## src/hw/rtl/sem_pkg.sv

```systemverilog
// shared types and constants for the sobel edge magnitude block
// no dependencies; imported by every module of the block
package sem_pkg;

    // pixel and configuration widths
    localparam int PIX_W        = 8;
    localparam int CFG_W        = 11;
    localparam int MAX_WIDTH_DEF = 1024;
    localparam int MAX_HEIGHT   = 1024;
    localparam int ROW_W        = $clog2(MAX_HEIGHT);
    localparam int MIN_SIZE     = 3;
    localparam int SIZE_RESET   = 1024;

    // gradient and magnitude widths
    localparam int GRAD_W = 11;
    localparam int SQ_W   = 2 * GRAD_W - 2;
    localparam int SUM_W  = SQ_W + 1;
    localparam int RAD_W  = 16;
    localparam int ROOT_W = RAD_W + 1;
    localparam int SQRT_STEPS = RAD_W / 2;
    localparam logic [PIX_W-1:0] EDGE_MAX = 8'hFF;

    // result queue
    localparam int QUEUE_DEPTH = 16;
    localparam int OUTS_W      = $clog2(QUEUE_DEPTH + 1);

    // register interface
    localparam int PADDR_W = 3;
    localparam int PDATA_W = 32;
    localparam logic [0:0] REG_WIDTH  = 1'b0;
    localparam logic [0:0] REG_HEIGHT = 1'b1;

    // side information that travels with each pixel
    typedef struct packed {
        logic produce;
        logic last;
    } tag_t;

    // one result item
    typedef struct packed {
        logic [PIX_W-1:0] edge_value;
        logic             clipped;
        logic             last_of_frame;
    } res_t;

endpackage

```

## src/hw/rtl/sem_out_queue.sv

```systemverilog
// result queue between the fixed-latency pipeline and the output channel
// uses sem_pkg for the result type and depth
module sem_out_queue (
    input  logic          clk,
    input  logic          rst_n,
    input  logic          push,
    input  sem_pkg::res_t push_res,
    input  logic          pop,
    output logic          head_valid,
    output sem_pkg::res_t head_res
);
    import sem_pkg::*;

    localparam int PW = $clog2(QUEUE_DEPTH);

    res_t          slot_reg [QUEUE_DEPTH];
    logic [PW-1:0] wr_ptr_reg;
    logic [PW-1:0] rd_ptr_reg;
    logic [OUTS_W-1:0] count_reg;
    logic [OUTS_W-1:0] count_next;

    // occupancy
    always_comb
    begin
        count_next = count_reg;
        if (push && !pop)
        begin
            count_next = count_reg + OUTS_W'(1);
        end
        else if (pop && !push)
        begin
            count_next = count_reg - OUTS_W'(1);
        end
    end

    // pointers
    always_ff @(posedge clk or negedge rst_n)
    begin
        if (!rst_n)
        begin
            wr_ptr_reg <= '0;
            rd_ptr_reg <= '0;
            count_reg  <= '0;
        end
        else
        begin
            count_reg <= count_next;
            if (push)
            begin
                wr_ptr_reg <= wr_ptr_reg + PW'(1);
            end
            if (pop)
            begin
                rd_ptr_reg <= rd_ptr_reg + PW'(1);
            end
        end
    end

    // storage
    always_ff @(posedge clk)
    begin
        if (push)
        begin
            slot_reg[wr_ptr_reg] <= push_res;
        end
    end

    assign head_valid = (count_reg != '0);
    assign head_res   = slot_reg[rd_ptr_reg];

endmodule

```

## config.mk

```make
export PLATFORM = sky130hd
export DESIGN_NAME = sem_out_queue
export DESIGN_NICKNAME = d
export VERILOG_FILES = /design/src/hw/rtl/sem_pkg.sv /design/src/hw/rtl/sem_out_queue.sv
export SDC_FILE = /design/constraint.sdc
export NUM_CORES = 1
export LEC_CHECK = 0
export BUFFER_PORTS_ARGS = -buffer_cell sky130_fd_sc_hd__clkbuf_2
export CORE_ASPECT_RATIO = 1.25
export CORE_UTILIZATION = 59
export DETAILED_ROUTE_END_ITERATION = 8
export PLACE_DENSITY = 0.72
export SETUP_SLACK_MARGIN = 0.3
export SLEW_MARGIN = 20
export SYNTH_ARGS = -nofsm -noshare
export SYNTH_HDL_FRONTEND = slang
export SYNTH_SLANG_ARGS = --single-unit
```

## constraint.sdc

```tcl
create_clock -name clk -period 2.3 [get_ports clk]
set_input_delay 0.115 -clock clk [delete_from_list [all_inputs] [get_ports clk]]
set_output_delay 0.115 -clock clk [all_outputs]
set_load 0.05 [all_outputs]
```

Word level (Yosys, flattened, before mapping)
Memory sizes are Yosys's and may differ from the RTL's.
Cells that the tools add are included.
{"block": "op_classes", "n_addsub": 4, "multipliers": 0, "div": 0, "order_cmp": 0, "n_eq_ne": 0, "shift": 0, "n_mux": 4, "n_bitwise": 0, "reduce_logical": 6}
{"cell": "$mux 5", "count": 2}
{"cell": "$add 4x1->4 const B", "count": 2}
{"cell": "$add 5x1->5 const B", "count": 1}
{"cell": "$reduce_bool 5->1", "count": 1}
{"cell": "$sub 5x1->5 const B", "count": 1}
{"cell": "$logic_and 1x1->1", "count": 2}
{"cell": "$logic_not 1->1", "count": 2}
{"cell": "$mux 1", "count": 2}
{"cell": "$reduce_bool 2->1", "count": 1}
{"block": "totals", "ff_bits": 13, "latchBits": 0, "ramBits": 160, "romBits": 0, "input_bits": 14, "output_inout_bits": 11, "wordCells": 18, "memories": 1}
{"memory": "slot_reg", "depth": 16, "width": 10, "read_ports": 1, "rd_clocked_by_memory_dff": 0, "wr": 1, "line": "sem_out_queue.sv:16", "text": "res_t slot_reg [QUEUE_DEPTH];"}

Logic depth before layout (Yosys ltp)
Gate-level depths: netlist of the first run.
{"block": "depth", "ltp_word": 4, "ltp_mapped": 8, "mapped_depth_nobuf": 8}

Worst setup path before layout of the first run
Ideal clock, no wire load.
{"block": "synth_path", "kind": "register to output", "startpoint": "register rd_ptr_reg[0]", "endpoint": "output port head_res[1] (netlist bit)", "arrival_ns": 1.625, "required_time_ns": 2.185, "setup_slack_ns": 0.560, "stages_incl_launch_ff": 6, "path_buffers": 2, "cell_sequence": "dfrtp_1 buf_6 buf_6 mux4_1 a22oi_1 nand2_1"}
{"item": "from (decl)", "line": "sem_out_queue.sv:18", "text": "logic [PW-1:0] rd_ptr_reg;"}
{"item": "from (signal assigned)", "line": "sem_out_queue.sv:54", "text": "rd_ptr_reg <= rd_ptr_reg + PW'(1);"}
{"item": "to (decl)", "line": "sem_out_queue.sv:10", "text": "output sem_pkg::res_t head_res"}

==> impl_metrics.tcl, run 1 <==
set metrics [dict create \
    core_area_um2 11300 \
    fmax_ghz 0.4453 \
    hold-worst-slack_ps 61.84 \
    drtAntennaViolNets 0 \
    grt_usage 0.2633 \
    p_sw_uw 3770 \
    synth_warnings 0 \
    die_h_um 123.4 \
    grt_pass1_vias 3592 \
    clkTransAtPathRegs_ps 60 \
    die_area_um2 12230 \
    synth_seq_cells 173 \
    skew_ps 5.575 \
    min-delay-start "pop" \
    synthFlopType "edfxtp_1" \
    cts_buffers 17 \
    filler_cell_count 668 \
    post-route-cell-area_um2 8123 \
    synth_top_area_share 0.6908 \
    pin_count 25 \
    antenna_found_initial 0 \
    drive_gt1_frac 0.3358 \
    rsz0062_at_grt "true" \
    cp.arrival_ps 2130 \
    cp_max_fo 10 \
    cts_buffer_depth 2 \
    grt_pass1_wl_um 21690 \
    ir_worst_vdd_v 0.0009624 \
    gp_congestion 0.7380 \
    p_per_area_nw_per_um2 1414 \
    critPathKind "reg -> out" \
    min_path_cells 2 \
    intPower_uw 7714 \
    grt_max_degree 36 \
    r2r_cells 4 \
    dp.final_hpwl_um 8665 \
    wl_per_cell_um 27.47 \
    maxCapViolCount 0 \
    yosys.area.top_type "edfxtp_1" \
    yosysMostFrequentCell "edfxtp_1" \
    crit_required_ps 2180 \
    largest_reg_flops 160 \
    drt_iter0_markers 280 \
    dpl-instance-area_um2 7239 \
    synthArstFlopShare 0.07514 \
    numPortBuffers 24 \
    power_uw 11480 \
    netlist_area_um2 6955 \
    diodes 0 \
    setup.worst_path.start "rd_ptr_reg[0]$_DFFE_PN0P_" \
    cp-end-kind "output pin" \
    root_buffer "clkbuf_16" \
    wl_um 14670 \
    synthTopCellsByArea "edfxtp_1, mux4_2, mux4_1" \
    grt_overflow 0 \
    tritoncts "yes" \
    rr_startpoint "count_reg[0]$_DFFE_PN0P_" \
    comb_power_share 0.379 \
    htree_levels 4 \
    slew-limit-headroom 0.5141 \
    start_util 0.6156 \
    syn_nets 363 \
    worstMarginPinSlew_ps 728.8 \
    ys_seq_area_frac 0.7375 \
    ys_types 32 \
    switching_share 0.3283 \
    maxSlewViolCount 0 \
    outcome "finished, final reports clean" \
    worst_setup_path_start_kind "flip-flop" \
    finalHoldViolations 0 \
    r2r-end "count_reg[4]$_DFFE_PN0P_" \
    p_leak_uw 0.002781 \
    synth_top_cells_by_count "edfxtp_1, mux4_2, a22oi_1" \
    placementRows 43 \
    clkPwrFrac 0.266 \
    setup_violations 0 \
    die_w_um 99.12 \
    avgViaCountPerCell 6.448 \
    via_count 3443 \
    pwr-share-seq 0.355 \
    fin_nets 410 \
    min_to "rd_ptr_reg[1]$_DFFE_PN0P_" \
    reg2reg_slack_ps 480 \
    synth-edff-count 160 \
    timing.final.crit_share 0.9763 \
    drc 0 \
    syn_to_final_growth_pct 16.78 \
    layout_min_cycle_time_ps 2245 \
    first_pass_iters 5 \
    avgSynthCellArea_um2 20.52 \
    cts_num_sinks 173 \
    syn-instance-count 339 \
    hp-class "in -> reg" \
    clock_latency_ps 420 \
]
## per-layer routing
layer | vias to the layer above | wire (µm) | track usage
met3 | 25 | 806 | 0.05992
met4 | 0 | 366 | 0.1103
met1 | 1799 | 5682 | 0.3239
li1 | 1466 | - | -
met2 | 153 | 7813 | 0.4554
met5 | - | 0 | 0
## worst max-delay path, cell delays in order (launching register included)
cell and delay, ps:
dfrtp_2 420, buf_12 130, buf_12 140, mux4_2 490
a22oi_1 240, nand2_1 100, clkbuf_8 180
## power by group through the flow
| stage | logic (µW) | registers [µW] | clock network, µW |
|---|---|---|---|
| floorplan | 2730 | 4020 | 0 |
| global placement | 3440 | 4090 | 0 |
| detailed placement | 3490 | 4120 | 0 |
| CTS | 4190 | 4060 | 3070 |
| global route | 4590 | 4100 | 3190 |
| finish | 4360 | 4070 | 3050 |
## logic make-up (layout without fill, tap and decap cells)
family / count (synthesis) / in the layout / synth area share
buffers and inverters: 22 / 82 / 0.02338
AOI/OAI and AO/OA: 30 / 30 / 0.03040
muxes: 43 / 43 / 0.1418
adders and majority gates: 10 / 10 / 0.01907
and+or+nand+nor: 52 / 52 / 0.03652
DFF: 173 / 173 / 0.7375
xor gates and xnor gates: 9 / 9 / 0.01133
## layout make-up
type                    count  area [µm²]  area share
flip-flops and latches    173        5131      0.6317
multi-input cells         144        1698      0.2090
repair buffers             45       475.5     0.05853
clock buffers              20       436.7     0.05376
clock inverters            12       193.9     0.02388
well taps                 135       168.9     0.02079
inverters                   5       18.77    0.002311
## how the worst max path moves through the flow
stage | slack (ps) | endpoint | cells past startpoint
5_1_grt | -6 | head_res[7] | 6
4_1_cts | 20 | head_res[5] | 6
6_report | 50 | head_res[8] | 6
3_3_place_gp | 320 | head_res[7] | 5
2_1_floorplan | 560 | head_res[1] | 5
3_5_place_dp | 300 | count_reg[4]$_DFFE_PN0P_ | 8
## timing repair
item	CTS	global route
setup endpoints to repair	10	10
hold endpoints to repair	14	0
resized for setup	49	21
setup buffers	3	0
gates cloned	1	0
hold buffers	2	0
pin swaps	12	9
## through the flow
step                std cells  setup TNS (ps)  utilization  setup slack [ps]
CTS                       534               0       0.7155             18.07
global route              534          -6.850       0.7189            -6.271
floorplan                 339               0            -             559.7
detailed placement        496               0       0.6408             297.9
finish                    534               0       0.7189             54.55
global placement          496               0       0.6408             322.2
## layout by cell type, fill, tap and decap left out, types with 2 or more instances in the layout
cell type | Yosys | final
a21oi_1 | 2 | 2
buf_12 | 0 | 7
a21o_1 | 2 | 2
nor3_1 | 4 | 4
ha_1 | 9 | 9
nand2_1 | 19 | 16
nand3_1 | 2 | 2
dlygate4sd3_1 | 0 | 2
and2_1 | 10 | 10
mux2_2 | 2 | 2
buf_4 | 2 | 12
nand2_2 | 0 | 3
xnor2_1 | 6 | 6
o21ai_0 | 4 | 4
buf_8 | 3 | 5
clkbuf_16 | 0 | 17
dfrtp_1 | 13 | 12
and3_1 | 6 | 6
clkbuf_8 | 0 | 3
nand4_1 | 2 | 2
bufinv_16 | 0 | 5
xor2_1 | 3 | 3
edfxtp_1 | 160 | 160
inv_1 | 5 | 5
clkbuf_1 | 5 | 3
a22oi_1 | 20 | 5
nor2_1 | 7 | 6
clkbuf_2 | 0 | 14
a22oi_2 | 0 | 15
clkinv_4 | 0 | 2
clkinv_2 | 0 | 3
mux4_2 | 26 | 40
(Power assumes the default switching activity.)
==> inputs of run 2 (changes only) <==
CELL_PAD_IN_SITES_DETAIL_PLACEMENT = 1   (was not set)
CELL_PAD_IN_SITES_GLOBAL_PLACEMENT = 2   (was not set)
CORE_UTILIZATION = 48   (was 59)
PLACE_DENSITY = 0.74   (was 0.72)
==> run 2 against run 1 <==
Effect of this change:
- the flow now finishes with violations (negative setup slack)
- die area increased by 22%
- first-iteration DRC count decreased by 17%
- highest routed layer unchanged
- via count decreased by 0.41%
- critical path type unchanged
- critical endpoint is now head_res[7]
- routed wire length increased by 8.4%
- critical path depth unchanged
- cell area increased by 1.6%
- hold slack got worse by 12 ps
==> impl_metrics.tcl, run 2 (synthesized netlist as in run 1, its figures left out) <==
set metrics [dict create \
    wl_um 15900 \
    filler_cell_count 1213 \
    rr_startpoint "count_reg[0]$_DFFE_PN0P_" \
    dp.final_hpwl_um 9916 \
    clkTransAtPathRegs_ps 70 \
    layout_min_cycle_time_ps 2321 \
    ff_latch_area_um2 5131 \
    grt_pass1_vias 3762 \
    diodes 0 \
    critPathKind "reg -> out" \
    skew_ps 7.104 \
    largest_reg_flops 160 \
    via_count 3429 \
    worst_setup_path_start_kind "flip-flop" \
    core_area_um2 13990 \
    maxCapViolCount 0 \
    cts_buffers 17 \
    root_buffer "clkbuf_16" \
    fmax_ghz 0.4308 \
    final_cell_mix "edfxtp_1, mux4_2, buf_4, clkbuf_16" \
    multi_input_area_um2 1724 \
    drtAntennaViolNets 0 \
    slew-limit-headroom 0.5363 \
    grt_max_degree 38 \
    dpl-instance-area_um2 7360 \
    cp-end-kind "output pin" \
    hold-worst-slack_ps 49.72 \
    hp-class "in -> reg" \
    numPortBuffers 24 \
    crit_buf_inv 3 \
    worstMarginPinSlew_ps 695.6 \
    grt_usage 0.2349 \
    r2r_cells 4 \
    rsz0062_at_grt "true" \
    cp_cell_sequence "buf_12 > buf_8 > mux4_2 > a22oi_2 > nand2_1 > buf_8" \
    p_per_area_nw_per_um2 1374 \
    grt_overflow 0 \
    grt_pass1_wl_um 23630 \
    p_leak_uw 0.002836 \
    htree_levels 4 \
    r2r-end "count_reg[4]$_DFFE_PN0P_" \
    cp_max_fo 7 \
    cp.arrival_ps 2210 \
    avgViaCountPerCell 5.862 \
    ir_worst_vdd_v 0.001213 \
    fin_nets 421 \
    clock_latency_ps 420 \
    min-delay-start "pop" \
    pin_count 25 \
    syn_to_final_growth_pct 18.62 \
    slowest_stage "mux4_2" \
    antenna_found_initial 0 \
    cts_num_sinks 173 \
    drc 0 \
    placementRows 48 \
    die_w_um 109.7 \
    violations "negative setup slack" \
    fin_ws_ps -21.46 \
    max_stage_delay_ps 560 \
    finalHoldViolations 0 \
    min_to "rd_ptr_reg[1]$_DFFE_PN0P_" \
    wl_per_cell_um 27.17 \
    crit_required_ps 2180 \
    timing.final.crit_share 1.009 \
    drt_iter0_markers 232 \
    maxSlewViolCount 0 \
    drive_gt1_frac 0.3415 \
    first_pass_iters 4 \
    die_area_um2 14980 \
    layout_commonest_cell "edfxtp_1" \
    min_path_cells 2 \
    reg2reg_slack_ps 510 \
    critPathTopFamily "multiplexers" \
    post-route-util 0.5896 \
    start_util 0.4970 \
    tritoncts "yes" \
    gp_congestion 0.7082 \
    crit_top_cell "buf_8" \
    outcome "complete, but fails checks" \
    die_h_um 136.6 \
    post-route-cell-area_um2 8250 \
    cts_buffer_depth 2 \
    setup_violations 4 \
]
## run 2: changes by cell type in the layout (fill, tap and decap cells not counted), sizes merged
cell         before  now
buf              26   35
bufinv            5    1
clkbuf           37   35
clkinv            6    4
clkinvlp          1    4
dlygate4sd3       2    3
inv               5   11
## run 2: layout make-up
class                           instances  area share
Clock buffer                           17     0.05156
Clock inverter                         15     0.01911
Inverter                                5    0.002275
Multi-Input combinational cell        144      0.2090
Sequential cell                       173      0.6219
Tap cell                              175     0.02654
Timing Repair Buffer                   56     0.06961
## run 2: timing repair
action,CTS,global route
buffers inserted,6,0
hold buffers,3,0
endpoints found under the hold margin,14,0
pin swaps,8,7
cloned,2,0
setup endpoints to repair,10,10
gates resized for setup,35,24
## run 2: power by group
part	leakage (µW)	internal (µW)	switching [µW]
logic	0.000964	2010	2450
clock network	0.000273	1530	1280
registers	0.00160	3840	232
## run 2: metrics by stage
step | setup WS, ps | power, µW | cells | TNS (ps)
floorplan | 559.7 | 6750 | 339 | 0
global placement | 225.6 | 7650 | 542 | 0
detailed placement | 190.9 | 7753 | 542 | 0
CTS | -40.19 | 11210 | 585 | -203.8
global route | -83.04 | 11800 | 585 | -604.9
finish | -21.46 | 11340 | 585 | -55.01
## run 2: worst register-to-register path, cell delays in order (launching register included)
cell and delay (ps):
dfrtp_1 440, fa_1 480, a21o_1 200, a2111oi_0 410
o31ai_1 140
## run 2: worst max-delay path by stage
stage,slack [ps],from,endpoint,cells after the start
after floorplan,560,rd_ptr_reg[0]$_DFFE_PN0P_,head_res[1],5
after global placement,230,rd_ptr_reg[0]$_DFFE_PN0P_,head_res[2],6
after detailed placement,190,rd_ptr_reg[0]$_DFFE_PN0P_,head_res[2],6
after CTS,-40,rd_ptr_reg[0]$_DFFE_PN0P_,head_res[2],6
after global routing,-80,rd_ptr_reg[0]$_DFFE_PN0P_,head_res[2],6
final,-20,rd_ptr_reg[0]$_DFFE_PN0P_,head_res[7],6
## run 2: layer usage
layer / vias to the layer above / wire (µm) / GRT usage
met2: 116 / 8717 / 0.4133
met1: 1792 / 6117 / 0.2921
li1: 1501 / - / -
met5: - / 0 / 0
met4: 0 / 288 / 0.07037
met3: 20 / 773 / 0.04667
