### src/hw/rtl/sem_pkg.sv
// shared types and constants for the sobel edge magnitude block
// no dependencies; imported by every module of the block
package sem_pkg;

    // pixel and configuration widths
    localparam int PIX_W        = 8;
    localparam int CFG_W        = 11;
    localparam int MAX_WIDTH_DEF = 1024;
    localparam int MAX_HEIGHT   = 1024;
    localparam int ROW_W        = $clog2(MAX_HEIGHT);
    localparam int MIN_SIZE     = 3;
    localparam int SIZE_RESET   = 1024;

    // gradient and magnitude widths
    localparam int GRAD_W = 11;
    localparam int SQ_W   = 2 * GRAD_W - 2;
    localparam int SUM_W  = SQ_W + 1;
    localparam int RAD_W  = 16;
    localparam int ROOT_W = RAD_W + 1;
    localparam int SQRT_STEPS = RAD_W / 2;
    localparam logic [PIX_W-1:0] EDGE_MAX = 8'hFF;

    // result queue
    localparam int QUEUE_DEPTH = 16;
    localparam int OUTS_W      = $clog2(QUEUE_DEPTH + 1);

    // register interface
    localparam int PADDR_W = 3;
    localparam int PDATA_W = 32;
    localparam logic [0:0] REG_WIDTH  = 1'b0;
    localparam logic [0:0] REG_HEIGHT = 1'b1;

    // side information that travels with each pixel
    typedef struct packed {
        logic produce;
        logic last;
    } tag_t;

    // one result item
    typedef struct packed {
        logic [PIX_W-1:0] edge_value;
        logic             clipped;
        logic             last_of_frame;
    } res_t;

endpackage

### src/hw/rtl/sem_gradient.sv
// 3x3 window of the two newest columns plus the incoming one, and the
// horizontal and vertical sobel sums; uses sem_pkg
module sem_gradient (
    input  logic                               clk,
    input  logic                               rst_n,
    input  logic                               col_valid,
    input  sem_pkg::tag_t                      col_tag,
    input  logic [sem_pkg::PIX_W-1:0]          col_pixel,
    input  logic [sem_pkg::PIX_W-1:0]          col_upper,
    input  logic [sem_pkg::PIX_W-1:0]          col_lower,
    output logic                               grad_valid,
    output logic signed [sem_pkg::GRAD_W-1:0]  gx,
    output logic signed [sem_pkg::GRAD_W-1:0]  gy,
    output logic                               grad_last
);
    import sem_pkg::*;

    function automatic logic signed [GRAD_W-1:0] ext(input logic [PIX_W-1:0] v);
        return $signed(GRAD_W'(v));
    endfunction

    // row 0 is the oldest line, row 2 the incoming pixel
    logic [2:0][PIX_W-1:0] mid_col_reg;
    logic [2:0][PIX_W-1:0] new_col_reg;
    logic [2:0][PIX_W-1:0] in_col;

    logic                     grad_valid_reg;
    logic                     grad_valid_next;
    logic signed [GRAD_W-1:0] gx_reg;
    logic signed [GRAD_W-1:0] gy_reg;
    logic signed [GRAD_W-1:0] gx_next;
    logic signed [GRAD_W-1:0] gy_next;
    logic                     last_reg;

    assign in_col = {col_pixel, col_lower, col_upper};

    // kernels on the shifted window: left = mid, center = new, right = incoming
    always_comb
    begin
        gx_next = (ext(in_col[0]) - ext(mid_col_reg[0]))
                + ((ext(in_col[1]) - ext(mid_col_reg[1])) <<< 1)
                + (ext(in_col[2]) - ext(mid_col_reg[2]));
        gy_next = (ext(mid_col_reg[0]) - ext(mid_col_reg[2]))
                + ((ext(new_col_reg[0]) - ext(new_col_reg[2])) <<< 1)
                + (ext(in_col[0]) - ext(in_col[2]));
        grad_valid_next = col_valid && col_tag.produce;
    end

    // window shift and valid
    always_ff @(posedge clk or negedge rst_n)
    begin
        if (!rst_n)
        begin
            mid_col_reg    <= '0;
            new_col_reg    <= '0;
            grad_valid_reg <= 1'b0;
        end
        else
        begin
            grad_valid_reg <= grad_valid_next;
            if (col_valid)
            begin
                mid_col_reg <= new_col_reg;
                new_col_reg <= in_col;
            end
        end
    end

    // gradient payload
    always_ff @(posedge clk)
    begin
        gx_reg   <= gx_next;
        gy_reg   <= gy_next;
        last_reg <= col_tag.last;
    end

    assign grad_valid = grad_valid_reg;
    assign gx         = gx_reg;
    assign gy         = gy_reg;
    assign grad_last  = last_reg;

endmodule

### config.mk
export PLATFORM = sky130hd
export DESIGN_NAME = sem_gradient
export DESIGN_NICKNAME = d
export VERILOG_FILES = /design/src/hw/rtl/sem_pkg.sv /design/src/hw/rtl/sem_gradient.sv
export SDC_FILE = /design/constraint.sdc
export NUM_CORES = 1
export LEC_CHECK = 0
export ABC_AREA = 1
export BUFFER_PORTS_ARGS = -buffer_cell sky130_fd_sc_hd__clkbuf_2
export CAP_MARGIN = 20
export CORE_UTILIZATION = 40
export CTS_CLUSTER_DIAMETER = 60
export DETAILED_ROUTE_END_ITERATION = 6
export GPL_TIMING_DRIVEN = 1
export SLEW_MARGIN = 10
export SYNTH_ARGS = -nofsm -noshare
export SYNTH_HDL_FRONTEND = slang
export SYNTH_SLANG_ARGS = --single-unit
### constraint.sdc
create_clock -name clk -period 3.3 [get_ports clk]
set_input_delay 0.33 -clock clk [delete_from_list [all_inputs] [get_ports clk]]
set_output_delay 0.33 -clock clk [all_outputs]
set_load 0.02 [all_outputs]
# Yosys cells after proc, flatten, opt, wreduce, memory -nomap -nowiden
# Cells that the tools add are included.
[totals]
regBits = 72
wordCells = 21
output_inout_bits = 24
[classes]
reduce_logical = 1
add_sub_neg = 10
[op_table]
columns = ["operator", "count"]
rows = [
  ["$sub 8x8->9", 6],
  ["$add 11x9->11", 2],
  ["$add 9x10->11", 2],
  ["$logic_and 1x1->1", 1],
]

# Depth between registers and ports, before layout
# Gate-level depths: netlist (run 1).
[logic_depth]
depth_word = 3
ltp_mapped = 20

# Worst setup path before layout (run 1)
# Ideal clock, no wire load.
[synth_timing]
path_kind = "flip-flop to flip-flop"
startpoint = "reg mid_col_reg[0] (netlist name)"
endpoint = "reg gy_reg[9] (netlist: gy[9])"
n_path_buf = 0
setup_slack_ns = 0.456
path_stages_with_launch = 20
required_time_ns = 3.188
arrival_ns = 2.732
cell_sequence = "dfrtp_1 -> inv_1 -> ha_1 -> inv_1 -> fa_1 -> nand3_1 -> nand2_1 -> nand2_1 -> nand2_1 -> xor2_1 -> fa_1 -> inv_1 -> ha_1 -> nand2_1 -> nand2_1 -> inv_1 -> o21a_1 -> nand2_1 -> nand2_1 -> nand2_1"
[synth_between]
elab_chain_len = 3
[synth_rtl]
columns = ["element", "line", "text"]
rows = [
  ["start: declaration", "sem_gradient.sv:23", "logic [2:0][PIX_W-1:0] mid_col_reg;"],
  ["start signal: assignment", "sem_gradient.sv:63", "mid_col_reg <= new_col_reg;"],
  ["$sub 8x8->9", "sem_gradient.sv:43", "gy_next = (ext(mid_col_reg[0]) - ext(mid_col_reg[2]))"],
  ["$add 9x10->11", "sem_gradient.sv:44", "+ ((ext(new_col_reg[0]) - ext(new_col_reg[2])) <<< 1)"],
  ["$add 11x9->11", "sem_gradient.sv:45", "+ (ext(in_col[0]) - ext(in_col[2]));"],
  ["via gy_next[9]", "sem_gradient.sv:32", "logic signed [GRAD_W-1:0] gy_next;"],
  ["end signal: assignment", "sem_gradient.sv:73", "gy_reg <= gy_next;"],
  ["end: declaration", "sem_gradient.sv:30", "logic signed [GRAD_W-1:0] gy_reg;"],
]
# The timed path passes the listed nets, and every way through them passes these cells.
# A chain may end at the register's enable or synchronous reset.

# Worst setup path in the final report (run 1)
[layout_timing]
startpoint = "reg new_col_reg[16] (netlist name)"
endpoint = "reg gy_reg[10] (netlist: gy[10])"
[layout_between]
elab_chain_len = 3
[layout_rtl]
columns = ["element", "line", "text"]
rows = [
  ["start: declaration", "sem_gradient.sv:24", "logic [2:0][PIX_W-1:0] new_col_reg;"],
  ["start signal: assignment", "sem_gradient.sv:64", "new_col_reg <= in_col;"],
  ["$sub 8x8->9", "sem_gradient.sv:44", ""],
  ["$add 9x10->11", "sem_gradient.sv:44", ""],
  ["$add 11x9->11", "sem_gradient.sv:45", ""],
  ["via gy_next[10]", "sem_gradient.sv:32", ""],
]
# The timed path passes the listed nets, and every way through them passes these cells.

==> results.cfg, run 1 <==
[global_routing]
overflow = 0
antenna_found_initial = 0
grt_pass1_wl_um = 21120
grtUsageTotal = 0.1828
grt_pass1_vias = 4264
grt_max_degree = 40

[routing]
firstDrtPassIters = 5
drc = 0
drtIter0Drc = 243
wl_um = 12560
antenna_left = 0
num_vias = 4679
wire_per_inst_um = 12.55
via_per_inst = 4.674

[timing]
layout_worst_path_cycle_share = 0.9310
finalSetupViolCount = 0
layout_min_cycle_time_ns = 3.072
finalHoldViolations = 0
slew_headroom = 0.5104
fin_setup_tns_ns = 0
setup_slack_ns = 0.2278
slew_viol_final = 0
skew_ns = 0.009147
fmax_mhz = 325.5
worst_pin_slew_ns = 0.7344
rsz0062_at_grt = false

[cts]
htree_levels = 3
cts_buffers = 9
tritoncts = built
clock-sinks = 72
insertion_delay_ns = 0.35
clock_path_buffers = 2
cts_hold_buf = 0
path_clk_slew_ns = 0.06
root_buffer = clkbuf_16

[synthesis]
synth_edf_count = 0
synth_compound_area_frac = 0.08743
yosysMostFrequentCell = nand2_1
synth-seq-cells = 72
async_flop_share = 0.6806
synthTopCellsByCount = 209 x nand2_1, 153 x inv_1, 68 x ha_1
synthXorXnorAreaFrac = 0.04318
yosys.area.top_type = dfrtp_1
synth-simple-area-share = 0.2127
muxShareOfSynthArea = 0.02872
avgSynthCellArea_um2 = 7.760
synth_top_area_share = 0.2085
synth.area.top_cells = dfrtp_1 21%, ha_1 14%, nand2_1 13%, inv_1 9.8%, fa_1 8.8%
synthesis.nets = 881
syn_area_um2 = 5882
synth_cell_types = 30
syn_inst = 758
synth_fa_ha_area_frac = 0.2331
yosysWarningCount = 0
seq_area_frac_synth = 0.2867
synth-main-ff-cell = dfrtp_1
synth_top_family_by_area = adder cells

[floorplanning]
die_h_um = 123.3
dieArea_um2 = 15190
io_pins = 53
start_util = 0.4173
dieWidth_um = 123.3
core_um2 = 14100
row_count = 43

[finish]
area_growth_pct = 13.93
diodes = 0
nets = 939
fillers = 1439
layout-drive-gt1-share = 0.1206

[setup_path]
start_kind = register
crit_path_end = gy[10]
crit_arrival_ns = 3.32
critPathLaunch = new_col_reg[16]
path_max_fanout = 5
r2r_end = gy[10]
r2r_setup_slack_ns = 0.23
rr_startpoint = new_col_reg[16]
ff2ff_path_depth = 14
endpoint_kind = register
required_ns = 3.55
crit_type = reg2reg

[power]
p_leak_nw = 3.706
ir_drop_mv = 0.4193
p_per_area_nw_per_um2 = 887.8

[placed_design]
post-place-ws_ns = 0.1824
gp_congestion = 0.8150
dp_hpwl_um = 10310
io_buffers = 52

[outcome]
outcome = finished clean

[min_path]
min_path_type = in2async

[flow_run]
cap_violations = 0
critical path, cell delays in order, from the launching register on:
cell     delay, ns
dfrtp_1       0.40
ha_1          0.23
fa_1          0.43
inv_1         0.12
nand4_1       0.14
nand4_1       0.12
nand2_1       0.07
fa_1          0.50
inv_1         0.04
ha_2          0.36
nand2_1       0.10
nor2_1        0.15
nand3_1       0.12
nand4_1       0.11
nand2_1       0.05
stage by stage:
stage | hold slack (ns) | utilization | cells | power (W) | cell area (µm²)
2_1_floorplan | 0.03441 | - | 758 | 0.003990 | 5882
3_3_place_gp | 0.4330 | 0.4490 | 984 | 0.004747 | 6329
3_5_place_dp | 0.4346 | 0.4490 | 984 | 0.004773 | 6329
4_1_cts | 0.05558 | 0.4735 | 1000 | 0.005964 | 6675
5_1_grt | 0.06786 | 0.4754 | 1001 | 0.006621 | 6701
6_report | 0.03073 | 0.4754 | 1001 | 0.005949 | 6701
per-layer routing:
layer	share of wire	global-route usage	vias up
met4	0.015	0.05648	0
met1	0.53	0.2727	2090
met5	0	0	-
li1	-	-	2498
met3	0.042	0.04520	15
met2	0.41	0.2563	76
area by class of cell:
type                       instances  area [µm²]  share of cell area
multi-input combinational        524        3578              0.5340
sequential                        72        1687              0.2517
inverter                         153       574.3             0.08570
timing repair buffer              56       290.3             0.04332
clock buffer                      11       242.7             0.03622
tap                              180       225.2             0.03361
clock inverter                     5       103.9             0.01550
logic make-up (layout without fill, tap and decap cells):
| family | Yosys count | after routing |
|---|---|---|
| compound gates | 90 | 90 |
| xor+xnor | 29 | 29 |
| fa+ha+maj | 94 | 94 |
| buf+inv | 162 | 225 |
| flops | 72 | 72 |
| mux | 15 | 15 |
| simple gates | 296 | 296 |
worst min-delay path by stage:
stage	depth (start not counted)	end
5_1_grt	1	grad_last
3_3_place_gp	1	grad_last
4_1_cts	1	new_col_reg[5]
6_report	1	mid_col_reg[6]
2_1_floorplan	0	grad_valid
3_5_place_dp	1	grad_last
where the power goes:
part / total, W / switching (W) / internal [W]
sequential: 0.00120 / 0.0000683 / 0.00113
combinational: 0.00359 / 0.00218 / 0.00141
clock: 0.00116 / 0.000399 / 0.000759
total: 0.00595 / 0.00265 / 0.00330
cells in the final DEF, fill, tap and decap left out, drive strengths merged:
| master | n |
|---|---|
| fa | 26 |
| buf | 4 |
| mux2 | 15 |
| bufinv | 3 |
| nor3 | 2 |
| a21o | 2 |
| xnor2 | 13 |
| nand4 | 14 |
| nand2 | 209 |
| or2 | 5 |
| dfxtp | 23 |
| inv | 153 |
| nand3b | 10 |
| a21boi | 1 |
| a21oi | 38 |
| o21ai | 39 |
| ha | 68 |
| dfrtp | 49 |
| nand3 | 34 |
| xor2 | 16 |
| nor2 | 22 |
| a31oi | 2 |
| o21a | 6 |
| clkbuf | 63 |
| clkinv | 2 |
| o211ai | 2 |
what timing repair did:
| action | 4_1_cts | 5_1_grt |
|---|---|---|
| gates resized for setup | 0 | 3 |
| buffers inserted | 0 | 1 |
| setup endpoints to repair | 0 | 2 |
Note: power is estimated with default switching activity, not from simulation.
==> run 2, diff against run 1 <==
--- a/config.mk
+++ b/config.mk
@@ -5,7 +5,6 @@
 export SDC_FILE = /design/constraint.sdc
 export NUM_CORES = 1
 export LEC_CHECK = 0
-export ABC_AREA = 1
 export BUFFER_PORTS_ARGS = -buffer_cell sky130_fd_sc_hd__clkbuf_2
 export CAP_MARGIN = 20
 export CORE_UTILIZATION = 40
==> run 2 against run 1 <==
- the flow now finishes with violations (negative setup slack)
- clock power is 9% lower
- count of clock-buffer cells in the layout stayed put
- synthesized cell count is 24% lower
- hold slack better by 0.057 ns
- cell area is 9.2% higher
- cell count is 10% lower
- critical path type unchanged
==> results.cfg, run 2 <==
[routing]
drc = 0
via_per_inst = 4.875
drtIter0Drc = 176
top_layer_used = met4
met2WireLength_um = 6479
wl_met3_um = 377
firstDrtPassIters = 4
wire_per_inst_um = 13.97
wl_um = 12540
num_vias = 4378
met1_length_um = 5465
antenna_left = 0

[synthesis]
synth_fa_ha_area_frac = 0.2515
synth_cell_types = 45
seq_area_frac_synth = 0.3093
synth-seq-cells = 72
syn_area_um2 = 5453
synth.area.top_cells = dfrtp_1 22%, ha_1 16%, fa_1 9.5%, dfxtp_1 8.4%, inv_1 6.2%
syn_inst = 579
yosysMostFrequentCell = inv_1
synth_edf_count = 0
synthesis.nets = 702
async_flop_share = 0.6806
synth_top_area_share = 0.2249
yosysWarningCount = 0
muxShareOfSynthArea = 0.03511
synthXorXnorAreaFrac = 0.08352
synthTopCellsByCount = 90 x inv_1, 68 x ha_1, 49 x dfrtp_1
synth_compound_area_frac = 0.1352
synth_top_family_by_area = adder cells
synth-main-ff-cell = dfrtp_1
synth-simple-area-share = 0.1170
avgSynthCellArea_um2 = 9.417
yosys.area.top_type = dfrtp_1

[global_routing]
antenna_found_initial = 0
grt_max_degree = 50
grtUsageTotal = 0.1927
grt_pass1_wl_um = 21180
grt_pass1_vias = 4511
overflow = 0

[outcome]
outcome = finished with violations
violations = negative setup slack

[timing]
setup_slack_ns = -0.1228
slew_viol_final = 0
finalHoldViolations = 0
worst_pin_slew_ns = 0.6436
fmax_mhz = 292.2
skew_ns = 0.007054
slew_headroom = 0.5709
layout_min_cycle_time_ns = 3.423
finalSetupViolCount = 4
rsz0062_at_grt = true
layout_worst_path_cycle_share = 1.037

[min_path]
min_path_type = in2reg
hp-start = col_tag[0]

[power]
ir_drop_mv = 0.8517
p_leak_nw = 3.549
p_per_area_nw_per_um2 = 1081
power_w = 0.007910

[floorplanning]
die_h_um = 118.8
dieArea_um2 = 14100
start_util = 0.4118
row_count = 42
dieWidth_um = 118.8
core_um2 = 13240
io_pins = 53

[placed_design]
dp_hpwl_um = 9731
gp_congestion = 0.8503
post-place-ws_ns = -0.3437
io_buffers = 52

[setup_path]
start_kind = register
endpoint_kind = register
crit_top_cell = a21o_1
required_ns = 3.58
crit_type = reg2reg
path_max_fanout = 4
max_stage_delay_ns = 0.49
cp_cell_sequence = inv_1, ha_1, nor2b_1, o2111ai_1, nand3_1, o41a_1, xnor2_2, fa_1, inv_2, ha_4, a21o_1, a21o_1, a41o_1, a21oi_2, xnor2_1
critPathLaunch = mid_col_reg[1]
cpMaxStageDelayCell = fa_1
rr_startpoint = mid_col_reg[1]
cp_num_buf_inv = 2
crit_family = compound AO/OA/AOI/OAI gates
crit_arrival_ns = 3.70

[finish]
fillers = 1241
nets = 840
layout-drive-gt1-share = 0.3449
diodes = 0
final_cell_mix = 80 x inv_1, 80 x buf_4, 53 x ha_1
area_growth_pct = 34.17

[cts]
root_buffer = clkbuf_16
clock_path_buffers = 2
clock-sinks = 72
tritoncts = built
path_clk_slew_ns = 0.06
htree_levels = 3
cts_buffers = 9
insertion_delay_ns = 0.35

[flow_run]
cap_violations = 0
==> run 2: cell types whose count changed in the layout (fill, tap and decap cells not counted), moves of 10 or more <==
cell,delta
nand2_1,-164
buf_4,+76
inv_1,-73
nand3_1,-24
a21oi_1,-22
nand4_1,-14
ha_1,-13
xnor2_1,+13
ha_4,+12
nor3_1,+12
a21o_1,+10
inv_2,+10
==> run 2: path summary, 6_finish.rpt <==
path                                    to  slack (ns)  depth (start not counted)
max                                 gx[10]       -0.12                         15
min                              grad_last        0.09                          1
max reg2reg                         gx[10]       -0.12                         15
min reg2reg                mid_col_reg[14]        0.48                          2
max in group asynchronous   mid_col_reg[1]        2.03                          3
min in group asynchronous       grad_valid        0.45                          2
==> run 2: cells by family after synthesis <==
group / after synthesis
compound gates: 109
xor+xnor: 52
fa+ha+maj: 94
buf+inv: 99
flops: 72
mux: 17
simple gates: 136
==> run 2: worst register-to-register path, cell delays in order (launching register included) <==
cell       delay (ns)
dfrtp_2          0.44
inv_1            0.08
ha_1             0.21
nor2b_1          0.15
o2111ai_1        0.19
nand3_1          0.18
o41a_1           0.39
xnor2_2          0.15
fa_1             0.49
inv_2            0.05
ha_4             0.23
a21o_1           0.15
a21o_1           0.18
a41o_1           0.21
a21oi_2          0.15
xnor2_1          0.13
==> run 2: layout make-up <==
type	instances	area, µm²	share of cell area
Inverter	90	337.8	0.04618
Sequential cell	72	1688	0.2307
Clock buffer	11	232.7	0.03181
Timing Repair Buffer	136	913.4	0.1249
Tap cell	176	220.2	0.03010
Clock inverter	5	82.58	0.01129
Multi-Input combinational cell	408	3841	0.5251
==> run 2: power breakdown <==
part / switching (W) / internal (W)
Clock: 0.000387 / 0.000663
Combinational: 0.00272 / 0.00293
Sequential: 0.0000695 / 0.00115
Total: 0.00317 / 0.00474
==> run 2: repair_timing <==
item,4_1_cts,5_1_grt
pin swaps,35,36
endpoints found under the setup margin,9,9
endpoints found under the hold margin,17,0
gates resized for setup,47,37
gates cloned,0,0
hold buffers,1,0
setup buffers,3,8
==> run 2: per-layer routing <==
layer  GRT usage  vias up
li1            -     2213
met1      0.2250     2091
met2      0.3480       58
met3     0.04247       16
met4     0.06092        0
met5           0        -
==> run 2: per-stage QoR <==
stage / util / area [µm²] / std cells / TNS (ns) / hold slack, ns
3_5_place_dp: 0.4893 / 6480 / 870 / -2.584 / 0.2992
5_1_grt: 0.5524 / 7316 / 898 / -1.449 / 0.08516
4_1_cts: 0.5350 / 7084 / 890 / -0.2837 / 0.07722
2_1_floorplan: - / 5482 / 579 / 0 / 0.03441
3_3_place_gp: 0.4893 / 6480 / 870 / -2.067 / 0.2905
6_report: 0.5524 / 7316 / 898 / -0.3860 / 0.08821
